$ cat config.mk
export PLATFORM = sky130hd
export DESIGN_NAME = ecg_adc_frame_deframer
export DESIGN_NICKNAME = d
export VERILOG_FILES = /design/src/design/efd_pkg.sv /design/src/design/efd_front.sv /design/src/design/efd_fifo.sv /design/src/design/efd_back.sv /design/src/design/ecg_adc_frame_deframer.sv
export VERILOG_INCLUDE_DIRS = /design/src /design/src/design
export SDC_FILE = /design/constraint.sdc
export NUM_CORES = 1
export LEC_CHECK = 0
export BUFFER_PORTS_ARGS = -buffer_cell sky130_fd_sc_hd__buf_2
export CAP_MARGIN = 15
export CORE_MARGIN = 8
export CORE_UTILIZATION = 55
export DETAILED_ROUTE_END_ITERATION = 8
export PLACE_DENSITY = 0.75
export SYNTH_ARGS = -nofsm -noshare
export SYNTH_HDL_FRONTEND = slang
export SYNTH_SLANG_ARGS = --single-unit
export TNS_END_PERCENT = 20
$ cat constraint.sdc
create_clock -name i_clk -period 51.5 [get_ports i_clk]
set_clock_uncertainty 0.2 [all_clocks]
set_input_delay 7.725 -clock i_clk [delete_from_list [all_inputs] [get_ports i_clk]]
set_output_delay 7.725 -clock i_clk [all_outputs]
set_load 0.1 [all_outputs]
$ cat src/design/assert_macros.svh
// Assertion macros for the design files.
// Each macro takes a label, a clock, a reset (active low) and the checked terms.
`ifndef ASSERT_MACROS_SVH
`define ASSERT_MACROS_SVH

// antecedent implies consequent in the same cycle
`define ASSERT_IMPL(lbl, clk, rst_n, ante, cons) \
    lbl: assert property (@(posedge clk) disable iff (!rst_n) (ante) |-> (cons)) \
        else $error("assertion failed");

// antecedent implies consequent in the next cycle
`define ASSERT_NEXT(lbl, clk, rst_n, ante, cons) \
    lbl: assert property (@(posedge clk) disable iff (!rst_n) (ante) |=> (cons)) \
        else $error("assertion failed");

`endif

$ cat src/design/efd_pkg.sv
// Package for the converter frame deframer: constants, frame type, reorder table.
// Used by every module of the block.
`timescale 1ns / 1ps
package efd_pkg;
    localparam int CHANNELS     = 8;
    localparam int SAMPLE_W     = 24;
    localparam int FRAME_BYTES  = 28;
    localparam int HEADER_BYTES = 4;
    localparam int DEF_SLOTS    = 8;
    localparam int FIFO_DEPTH   = 2;
    localparam int POS_W        = 5;
    localparam int CH_W         = 3;

    typedef logic [SAMPLE_W-1:0] t_sample;

    // one complete frame, samples already in output order
    typedef struct packed {
        logic [CHANNELS-1:0][SAMPLE_W-1:0] samples;
        logic [2:0]                        slot;
        logic                              done;
    } t_frame;

    // channel that goes to a given output position
    function automatic logic [CH_W-1:0] reorder(input logic [CH_W-1:0] j);
        logic [CH_W-1:0] ch;
        unique case (j)
            3'd0: ch = 3'd1;
            3'd1: ch = 3'd2;
            3'd2: ch = 3'd7;
            3'd3: ch = 3'd3;
            3'd4: ch = 3'd4;
            3'd5: ch = 3'd5;
            3'd6: ch = 3'd6;
            3'd7: ch = 3'd0;
            default: ch = 3'd0;
        endcase
        return ch;
    endfunction
endpackage

$ cat src/design/efd_front.sv
// Front end: tracks the byte position, assembles samples into the channel store
// and pushes a reordered frame into the queue at the last byte. Uses efd_pkg.
`timescale 1ns / 1ps
module efd_front import efd_pkg::*; #(
    parameter int SLOTS = DEF_SLOTS
) (
    input  logic       i_clk,
    input  logic       i_rst_n,
    input  logic       i_valid,
    output logic       o_ready,
    input  logic [7:0] i_rx_byte,
    input  logic       i_frame_start,
    output logic       o_push,
    output t_frame     o_frame,
    input  logic       i_full
);
    localparam int SW = (SLOTS > 2) ? $clog2(SLOTS) : 1;

    logic [POS_W-1:0] r_pos, n_pos;
    logic [1:0]       r_phase, n_phase;
    logic [CH_W-1:0]  r_ch, n_ch;
    logic [15:0]      r_partial, n_partial;
    logic [CHANNELS-1:0][SAMPLE_W-1:0] r_store;
    logic [SW-1:0]    r_slot, n_slot;

    logic    accept, in_frame, in_data, is_last, slot_wrap;
    t_sample full_sample;

    assign o_ready   = !((r_pos == POS_W'(FRAME_BYTES - 1)) && i_full);
    assign accept    = i_valid && o_ready;
    assign in_frame  = (r_pos != '0) && (r_pos < POS_W'(FRAME_BYTES));
    assign in_data   = in_frame && (r_pos >= POS_W'(HEADER_BYTES));
    assign is_last   = !i_frame_start && (r_pos == POS_W'(FRAME_BYTES - 1));
    assign slot_wrap = (r_slot == SW'(SLOTS - 1));
    assign full_sample = {r_partial, i_rx_byte};
    assign o_push    = accept && is_last;

    always_comb begin
        n_pos     = r_pos;
        n_phase   = r_phase;
        n_ch      = r_ch;
        n_partial = r_partial;
        n_slot    = r_slot;
        if (accept) begin
            if (i_frame_start) begin
                n_pos   = POS_W'(1);
                n_phase = 2'd0;
                n_ch    = '0;
            end else if (!in_frame || is_last) begin
                n_pos = '0;
            end else begin
                n_pos = r_pos + POS_W'(1);
            end
            if (!i_frame_start && in_data) begin
                unique case (r_phase)
                    2'd0: begin
                        n_partial = {8'd0, i_rx_byte};
                        n_phase   = 2'd1;
                    end
                    2'd1: begin
                        n_partial = {r_partial[7:0], i_rx_byte};
                        n_phase   = 2'd2;
                    end
                    default: begin
                        n_phase = 2'd0;
                        n_ch    = r_ch + CH_W'(1);
                    end
                endcase
            end
            if (is_last) begin
                n_slot = slot_wrap ? '0 : r_slot + SW'(1);
            end
        end
    end

    // snapshot of the store, the channel finishing this cycle taken from the bypass
    always_comb begin
        for (int j = 0; j < CHANNELS; j++) begin
            logic [CH_W-1:0] ch;
            ch = reorder(CH_W'(j));
            o_frame.samples[j] = (ch == r_ch) ? full_sample : r_store[ch];
        end
        o_frame.slot = 3'(r_slot);
        o_frame.done = slot_wrap;
    end

    always_ff @(posedge i_clk) begin
        if (!i_rst_n) begin
            r_pos     <= '0;
            r_phase   <= 2'd0;
            r_ch      <= '0;
            r_partial <= '0;
            r_slot    <= '0;
        end else begin
            r_pos     <= n_pos;
            r_phase   <= n_phase;
            r_ch      <= n_ch;
            r_partial <= n_partial;
            r_slot    <= n_slot;
        end
    end

    always_ff @(posedge i_clk) begin
        if (accept && !i_frame_start && in_data && (r_phase == 2'd2)) begin
            r_store[r_ch] <= full_sample;
        end
    end
endmodule

$ cat src/design/efd_fifo.sv
// Short frame queue between front and back end.
// Uses the frame type from efd_pkg.
`timescale 1ns / 1ps
module efd_fifo import efd_pkg::*; #(
    parameter int DEPTH = FIFO_DEPTH
) (
    input  logic   i_clk,
    input  logic   i_rst_n,
    input  logic   i_push,
    input  t_frame i_frame,
    output logic   o_full,
    output logic   o_valid,
    output t_frame o_frame,
    input  logic   i_pop
);
    localparam int AW = (DEPTH > 2) ? $clog2(DEPTH) : 1;
    localparam int CW = $clog2(DEPTH + 1);

    t_frame        r_mem [DEPTH];
    logic [AW-1:0] r_wr, r_rd;
    logic [CW-1:0] r_cnt;
    logic          do_push, do_pop;

    assign o_full  = (r_cnt == CW'(DEPTH));
    assign o_valid = (r_cnt != '0);
    assign o_frame = r_mem[r_rd];
    assign do_push = i_push && !o_full;
    assign do_pop  = i_pop && o_valid;

    always_ff @(posedge i_clk) begin
        if (!i_rst_n) begin
            r_wr  <= '0;
            r_rd  <= '0;
            r_cnt <= '0;
        end else begin
            if (do_push) begin
                r_wr <= (r_wr == AW'(DEPTH - 1)) ? '0 : r_wr + AW'(1);
            end
            if (do_pop) begin
                r_rd <= (r_rd == AW'(DEPTH - 1)) ? '0 : r_rd + AW'(1);
            end
            r_cnt <= r_cnt + CW'(do_push) - CW'(do_pop);
        end
    end

    always_ff @(posedge i_clk) begin
        if (do_push) begin
            r_mem[r_wr] <= i_frame;
        end
    end
endmodule

$ cat src/design/efd_back.sv
// Back end: walks the eight samples of the head frame into the output register.
// Uses efd_pkg.
`timescale 1ns / 1ps
module efd_back import efd_pkg::*; (
    input  logic                i_clk,
    input  logic                i_rst_n,
    input  logic                i_q_valid,
    input  t_frame              i_q_frame,
    output logic                o_pop,
    output logic                o_valid,
    input  logic                i_ready,
    output logic signed [23:0]  o_sample,
    output logic [2:0]          o_out_position,
    output logic [2:0]          o_block_slot,
    output logic                o_block_done,
    output logic                o_last
);
    logic [CH_W-1:0] r_idx;
    logic            r_valid;
    t_sample         r_sample;
    logic [2:0]      r_pos, r_slot;
    logic            r_done, r_last;
    logic            load;

    assign load  = i_q_valid && (!r_valid || i_ready);
    assign o_pop = load && (r_idx == CH_W'(CHANNELS - 1));

    always_ff @(posedge i_clk) begin
        if (!i_rst_n) begin
            r_idx   <= '0;
            r_valid <= 1'b0;
        end else begin
            if (load) begin
                r_idx   <= r_idx + CH_W'(1);
                r_valid <= 1'b1;
            end else if (i_ready) begin
                r_valid <= 1'b0;
            end
        end
    end

    always_ff @(posedge i_clk) begin
        if (load) begin
            r_sample <= i_q_frame.samples[r_idx];
            r_pos    <= r_idx;
            r_slot   <= i_q_frame.slot;
            r_done   <= i_q_frame.done;
            r_last   <= (r_idx == CH_W'(CHANNELS - 1));
        end
    end

    assign o_valid        = r_valid;
    assign o_sample       = r_sample;
    assign o_out_position = r_pos;
    assign o_block_slot   = r_slot;
    assign o_block_done   = r_done;
    assign o_last         = r_last;
endmodule

$ cat src/design/ecg_adc_frame_deframer.sv
// Converter frame deframer: 28-byte frames in, eight reordered samples out.
// Input: one byte per cycle; stalls only while byte 27 is due and the two-frame
// queue is full. Frames pass through the queue to the output register, which
// drains at one per cycle while i_ready is high. Reset (synchronous, active
// low) idles the byte tracker, empties the queue and zeroes the slot counter.
`timescale 1ns / 1ps
`include "assert_macros.svh"
module ecg_adc_frame_deframer import efd_pkg::*; #(
    parameter int SLOTS = DEF_SLOTS
) (
    input  logic               i_clk,
    input  logic               i_rst_n,
    input  logic               i_valid,
    output logic               o_ready,
    input  logic [7:0]         i_rx_byte,
    input  logic               i_frame_start,
    output logic               o_valid,
    input  logic               i_ready,
    output logic signed [23:0] o_sample,
    output logic [2:0]         o_out_position,
    output logic [2:0]         o_block_slot,
    output logic               o_block_done,
    output logic               o_last
);
    logic   push, q_full, q_valid, pop;
    t_frame push_frame, head_frame;
    logic       out_step;
    logic [2:0] pos_inc;

    efd_front #(.SLOTS(SLOTS)) u_front (
        .i_clk         (i_clk),
        .i_rst_n       (i_rst_n),
        .i_valid       (i_valid),
        .o_ready       (o_ready),
        .i_rx_byte     (i_rx_byte),
        .i_frame_start (i_frame_start),
        .o_push        (push),
        .o_frame       (push_frame),
        .i_full        (q_full)
    );

    efd_fifo #(.DEPTH(FIFO_DEPTH)) u_fifo (
        .i_clk   (i_clk),
        .i_rst_n (i_rst_n),
        .i_push  (push),
        .i_frame (push_frame),
        .o_full  (q_full),
        .o_valid (q_valid),
        .o_frame (head_frame),
        .i_pop   (pop)
    );

    efd_back u_back (
        .i_clk          (i_clk),
        .i_rst_n        (i_rst_n),
        .i_q_valid      (q_valid),
        .i_q_frame      (head_frame),
        .o_pop          (pop),
        .o_valid        (o_valid),
        .i_ready        (i_ready),
        .o_sample       (o_sample),
        .o_out_position (o_out_position),
        .o_block_slot   (o_block_slot),
        .o_block_done   (o_block_done),
        .o_last         (o_last)
    );

    assign out_step = o_valid && i_ready && !o_last;
    assign pos_inc  = o_out_position + 3'd1;

    // positions within a frame come out in sequence
    `ASSERT_NEXT(a_pos_seq, i_clk, i_rst_n, out_step, !o_valid || o_out_position == $past(pos_inc))
    // a wrap is only flagged on the top slot
    `ASSERT_IMPL(a_done_slot, i_clk, i_rst_n, o_valid && o_block_done, o_block_slot == 3'(SLOTS - 1))
    // input only stalls when the queue cannot take a frame
    `ASSERT_IMPL(a_stall_full, i_clk, i_rst_n, !o_ready, q_full)
    // a frame is never pushed into a full queue
    `ASSERT_IMPL(a_no_overflow, i_clk, i_rst_n, push, !q_full)
endmodule
* After elaboration in Yosys (flattened, before gate mapping)
Memories as Yosys holds them, arrays and structs flattened. A register that Yosys moved wholly into a read port is not among the register bits. Index checks and enable logic that the tools add are counted. Widths: inputs -> output; s select.
Storage, ports and cells: latch bits 0, ROM bits 0, logic and storage cells 114, flip-flop bits (word level) 261, input bits 13, memories kept 1, output and inout bits 34, bits in writable memories 392
Cells by class: reduce and logical (&&, ||, !) cells 33, $mul 0, divide/modulo/power cells 0, add/subtract/negate cells 8, bitwise gates (word level) 0, equality and inequality tests 13, order comparisons 5, shift operators 0, multiplexer cells 31
Memories:
- u_fifo.r_mem | words 2, bits a word 196, rd ports 1, clocked after Yosys merged registers in 1, write ports 1, line efd_fifo.sv:19 | t_frame r_mem [DEPTH];
Operators by type and width (count):
- $mux 24 | 10
- $bwmux 192 | 1
- $bmux 24 s3 | 1
- $demux 24 s3 | 1
- $pmux 16 s2 | 1
- $logic_and 1x1->1 | 15
- $eq 3x3->1 const A | 4
- $mux 3 | 4
- $mux 5 | 2
- $add 3x1->3 const B | 3
- $lt 3x4->1 const B | 2
- $mux 1 | 8
- $reduce_bool 2->1 | 4
- $eq 2x3->1 const A | 2
- $eq 3x3->1 const B | 2
- $add 5x1->5 const B | 1
- $eq 5x5->1 const B | 1
- $ge 5x3->1 const B | 1
- $logic_not 1->1 | 5
- $lt 5x5->1 const B | 1
- $reduce_bool 5->1 | 1
- $eq 2x2->1 const B | 2
- $mux 2 | 2
- $pmux 2 s2 | 1
- other kinds (12) | 15

* Logic depth before layout (Yosys ltp)
depth in word-level cells 8, gate-level depth with buffers 9, depth with buffers taken out 9

* Hierarchy
Synthesis repeated with hierarchy kept, for this count alone.
Unflattened totals: cell total of the unflattened synthesis 1379, area, all modules 27406.3 µm²
Modules (own cells, without submodules):
- efd_fifo | instances 1, area an instance 14956.8 µm², cells an instance 637, sequential area each 11871.4 µm²
- efd_front | instances 1, area an instance 9676.8 µm², cells an instance 602, sequential area each 6346.1 µm²
- efd_back | instances 1, area an instance 2772.7 µm², cells an instance 140, sequential area each 1041.0 µm²

* Least setup slack after synthesis
Ideal clock, no wire load.
path type in2reg, start input port i_frame_start, end register u_fifo.r_wr, library setup time 0.119 ns, setup slack 28.996 ns, data arrival time 22.184 ns, cell stages on the path 4, buffers on the path 0, data required time 51.181 ns, path through inv_1 -> o211ai_4 -> nor3_1 -> o21a_1
Between the ends: word-level cells in the longest chain between the ends 4
RTL lines:
- from (decl) | line ecg_adc_frame_deframer.sv:16 | input logic i_frame_start,
- $logic_not 1->1 | line efd_front.sv:33 | assign is_last = !i_frame_start && (r_pos == POS_W'(FRAME_BYTES - 1));
- $logic_and 1x1->1 | line efd_front.sv:33
- $logic_and 1x1->1 | line efd_front.sv:36 | assign o_push = accept && is_last;
- $logic_and 1x1->1 | line efd_fifo.sv:27 | assign do_push = i_push && !o_full;
- to (signal assigned) | line efd_fifo.sv:37 | r_wr <= (r_wr == AW'(DEPTH - 1)) ? '0 : r_wr + AW'(1);
- to (decl) | line efd_fifo.sv:20 | logic [AW-1:0] r_wr, r_rd;
No other way between the ends. A chain may end at the register's enable or synchronous reset.

* Worst setup path after layout
start input port i_frame_start, end memory u_fifo.r_mem[1][164] in the netlist's numbering (enable)
Between the ends: word-level cells in the longest chain between the ends 6
RTL lines:
- $logic_not 1->1 | line efd_front.sv:33
- $logic_and 1x1->1 | line efd_front.sv:33
- $logic_and 1x1->1 | line efd_front.sv:36
- $logic_and 1x1->1 | line efd_fifo.sv:27
- $mux 1 | line efd_fifo.sv:47 | if (do_push) begin
- $mux 1 (not written as such) | line efd_fifo.sv:48 | r_mem[r_wr] <= i_frame;
- to (decl) | line efd_fifo.sv:19
No other way between the ends.

==> flow_summary_export.csv <==
group,metric,value,unit
grt,grt_max_degree,198,
pwr,power.density,36.0,nW/um^2
pwr,net-switching-power,0.191,mW
floorplan,die_w,232,um
grt,track_usage,18.6,%
layout,finalInstanceArea,28600,um^2
setup_path,crit_type,"primary input to register",
sta,period_share,20.5,%
yosys,yosysSeqAreaShare,75.0,%
cts,clkSinkCount,654,
cts,numCtsBuffers,66,
setup_path,r2r-end,"u_fifo.r_mem[1][164]",
pwr,p_clk_share,43.9,%
pwr,combPwrFrac,0.4,%
yosys,synth_area,25700,um^2
sta,drv_slew,0,
route,avgRoutedWirePerCell,26.0,um
floorplan,rows,79,
sta,tns,0,ps
cts,clk_pin_slew,60,ps
yosys,synth_enable_flop_cells,616,
sta,max_freq,94.9,MHz
floorplan,ios,47,
run_status,outcome,"complete, no violations",
placement,io_buffers,46,
setup_path,worstPathMaxFanout,52,
route,via_per_inst,6.05,
pwr,swShare,18.6,%
yosys,synth.avg_cell_area,21.3,um^2
pwr,vdd.ir_drop.worst,0.0244,mV
cts,cts_hold_repair.buffers,0,
cts,cts_tree,"built",
setup_path,start_kind,"primary input",
setup_path,crit_chain,"buf_2, inv_1, o211ai_4, nor2_2, and2_4, buf_4, buf_4",
yosys,yosys_warnings,0,
yosys,postSynthCellCount,1205,
cts,clock_latency,580,ps
sta,hold_violations,0,
grt,gr-total-overflow,0,
yosys,synth-main-ff-cell,"edfxtp_1",
setup_path,cp.required,51500,ps
setup_path,r2r_cells,7,
sta,fin_crit,10540,ps
worst_hold_path,hp-class,"register to register",
layout,final_cells,1931,
layout,fin_util,61.7,%
setup_path,cp_slowest_cell,"buf_4",
setup_path,max_stage_delay,690,ps
cts,postCtsSetupRepairBufs,0,
setup_path,crit_top_cell,"buf_4",
placement,post_dp_cell_area,26600,um^2
sta,slew_headroom,12.2,%
sta,rsz0062_at_grt,"false",
pwr,intPower,0.839,mW
route,drt_iter0_drc,1115,
run,drv_cap,0,
placement,dp_hpwl,26400,um
yosys,syn_nets,1232,
floorplan,dieHeight,232,um
sta,tightest_slew,1320,ps
worst_hold_path,hold_start,"u_front.r_slot[2]",
sta,worst_slack,40960,ps
worst_hold_path,hold_depth,0,
route,wl,50200,um
setup_path,rrSetupSlack,47600,ps
layout,layout_common_cells,"616 x edfxtp_1, 196 x mux2_2, 120 x mux4_2",
route,vias,11675,
route,ant_nets,0,
route,drc,0,
layout,nets,1304,
cts,cts_buffer_depth,3,
worst_hold_path,min_to,"u_fifo.r_mem[1][3]",
pwr,power_leakage,9.73,nW
layout,drive_gt1_share,38.1,%
route,firstDrtPassIters,5,
setup_path,worstPathArrival,10540,ps
floorplan,die_area,53800,um^2
floorplan,initial_core_util,55.4,%
grt,first_global_vias,12064,
cts,post_cts_resize_count,0,
placement,dp_cells,1816,
yosys,synth-async-reset-ratio,0,%
yosys,ys_ff_latch,654,
placement,dp_slack,40350,ps
layout,num_antenna_cells,0,
layout,final_common_cell,"edfxtp_1",
pwr,finalPower,1.03,mW
grt,grt_first_pass_wirelength,75100,um
floorplan,coreArea,46400,um^2
cts,root_buffer,"clkbuf_16",
cts,htreeDepth,3,
placement,routabilityCongestion,0.740,
sta,setup_viol,0,
yosys,synthDistinctLibCells,49,
pwr,pwr-share-seq,55.7,%
setup_path,reg2reg_from,"u_front.r_pos[0]",
setup_path,cp-end-kind,"register",
grt,antenna_found_initial,0,
sta,whs,308,ps
layout,syn_to_final_growth,11.4,%
## power by group through the flow
stage	sequential (mW)	combinational, mW	clock (mW)
6_report	0.573	0.00429	0.453
2_1_floorplan	0.585	0.00172	0
3_5_place_dp	0.585	0.00430	0
4_1_cts	0.573	0.00432	0.461
3_3_place_gp	0.585	0.00413	0
5_1_grt	0.573	0.00469	0.480
## cell families (layout without fill, tap and decap cells)
| group | after synthesis | in the layout | share of synthesized area (%) |
|---|---|---|---|
| xor+xnor | 4 | 4 | 0.136 |
| simple gates | 100 | 100 | 2.17 |
| mux | 321 | 321 | 19.3 |
| compound gates | 37 | 37 | 1.22 |
| buf+inv | 75 | 194 | 1.45 |
| fa+ha+maj | 14 | 14 | 0.682 |
| flops | 654 | 654 | 75.0 |
## Yosys cell counts (2+ instances only)
library cell / instances / area, um^2
buf_1: 11 / 41.3
dfxtp_1: 38 / 761
o21bai_1: 2 / 15.0
nor2_1: 6 / 22.5
xnor2_1: 3 / 26.3
nor3b_1: 2 / 15.0
clkbuf_1: 25 / 93.8
and2_1: 7 / 43.8
buf_4: 15 / 113
a21boi_2: 9 / 101
nor3_1: 4 / 20.0
o21ai_0: 4 / 20.0
nor2b_1: 10 / 62.6
nand3b_1: 3 / 22.5
mux2i_1: 5 / 50.1
a21o_1: 2 / 15.0
nand2_1: 28 / 105
and3_1: 5 / 31.3
edfxtp_1: 616 / 18500
buf_2: 13 / 65.1
nand2_2: 9 / 56.3
a21boi_0: 10 / 75.1
mux2_2: 196 / 2210
nand3_1: 16 / 80.1
or3_1: 2 / 12.5
ha_1: 14 / 175
inv_1: 9 / 33.8
mux4_2: 120 / 2700
## routing by layer
metal  vias to the layer above  track usage, %  routed length [um]
met5                         -               0                   0
met3                        63            3.25                3210
met4                         0            4.70                 815
met2                       400            30.4               24800
met1                      6148            26.0               21400
li1                       5064               -                   -
## flip-flops by register name, indices dropped and copies added, names as in the netlist, named ones only
name,flops
u_front.r_ch,3
u_front.r_store,192
u_back.r_idx,3
u_back.o_block_done,1
u_fifo.r_wr,1
u_back.o_sample,24
u_front.r_slot,3
u_back.o_last,1
u_back.o_valid,1
u_front.r_phase,2
u_fifo.r_rd,1
u_front.r_partial,16
u_fifo.r_cnt,2
u_back.o_block_slot,3
u_fifo.r_mem,392
u_front.r_pos,5
u_back.o_out_position,3
## worst max path at each step
stage | slack, ps | depth (start not counted) | to | start
after floorplan | 29000 | 4 | u_fifo.r_wr | i_frame_start
after global placement | 40420 | 7 | u_fifo.r_mem[1][21] | i_frame_start
after detailed placement | 40350 | 7 | u_fifo.r_mem[1][165] | i_frame_start
after CTS | 40940 | 7 | u_fifo.r_mem[1][175] | i_frame_start
after global routing | 40730 | 7 | u_fifo.r_mem[1][67] | i_frame_start
final | 40960 | 7 | u_fifo.r_mem[1][164] | i_frame_start
## cell type report
| type | instances | area, um^2 |
|---|---|---|
| clock buffers | 91 | 1840 |
| clock inverters | 24 | 193 |
| fillers | 3124 | 17800 |
| inverters | 9 | 33.8 |
| multi-input cells | 476 | 6090 |
| flip-flops and latches | 654 | 19300 |
| well taps | 607 | 759 |
| repair buffers | 70 | 423 |
## worst max-delay path, delay by kind of cell
family	cells	cell delay, ps
simple gates	2	940
compound gates	1	160
buf+inv	4	1610
No activity file was read; power rests on OpenSTA's default activity.
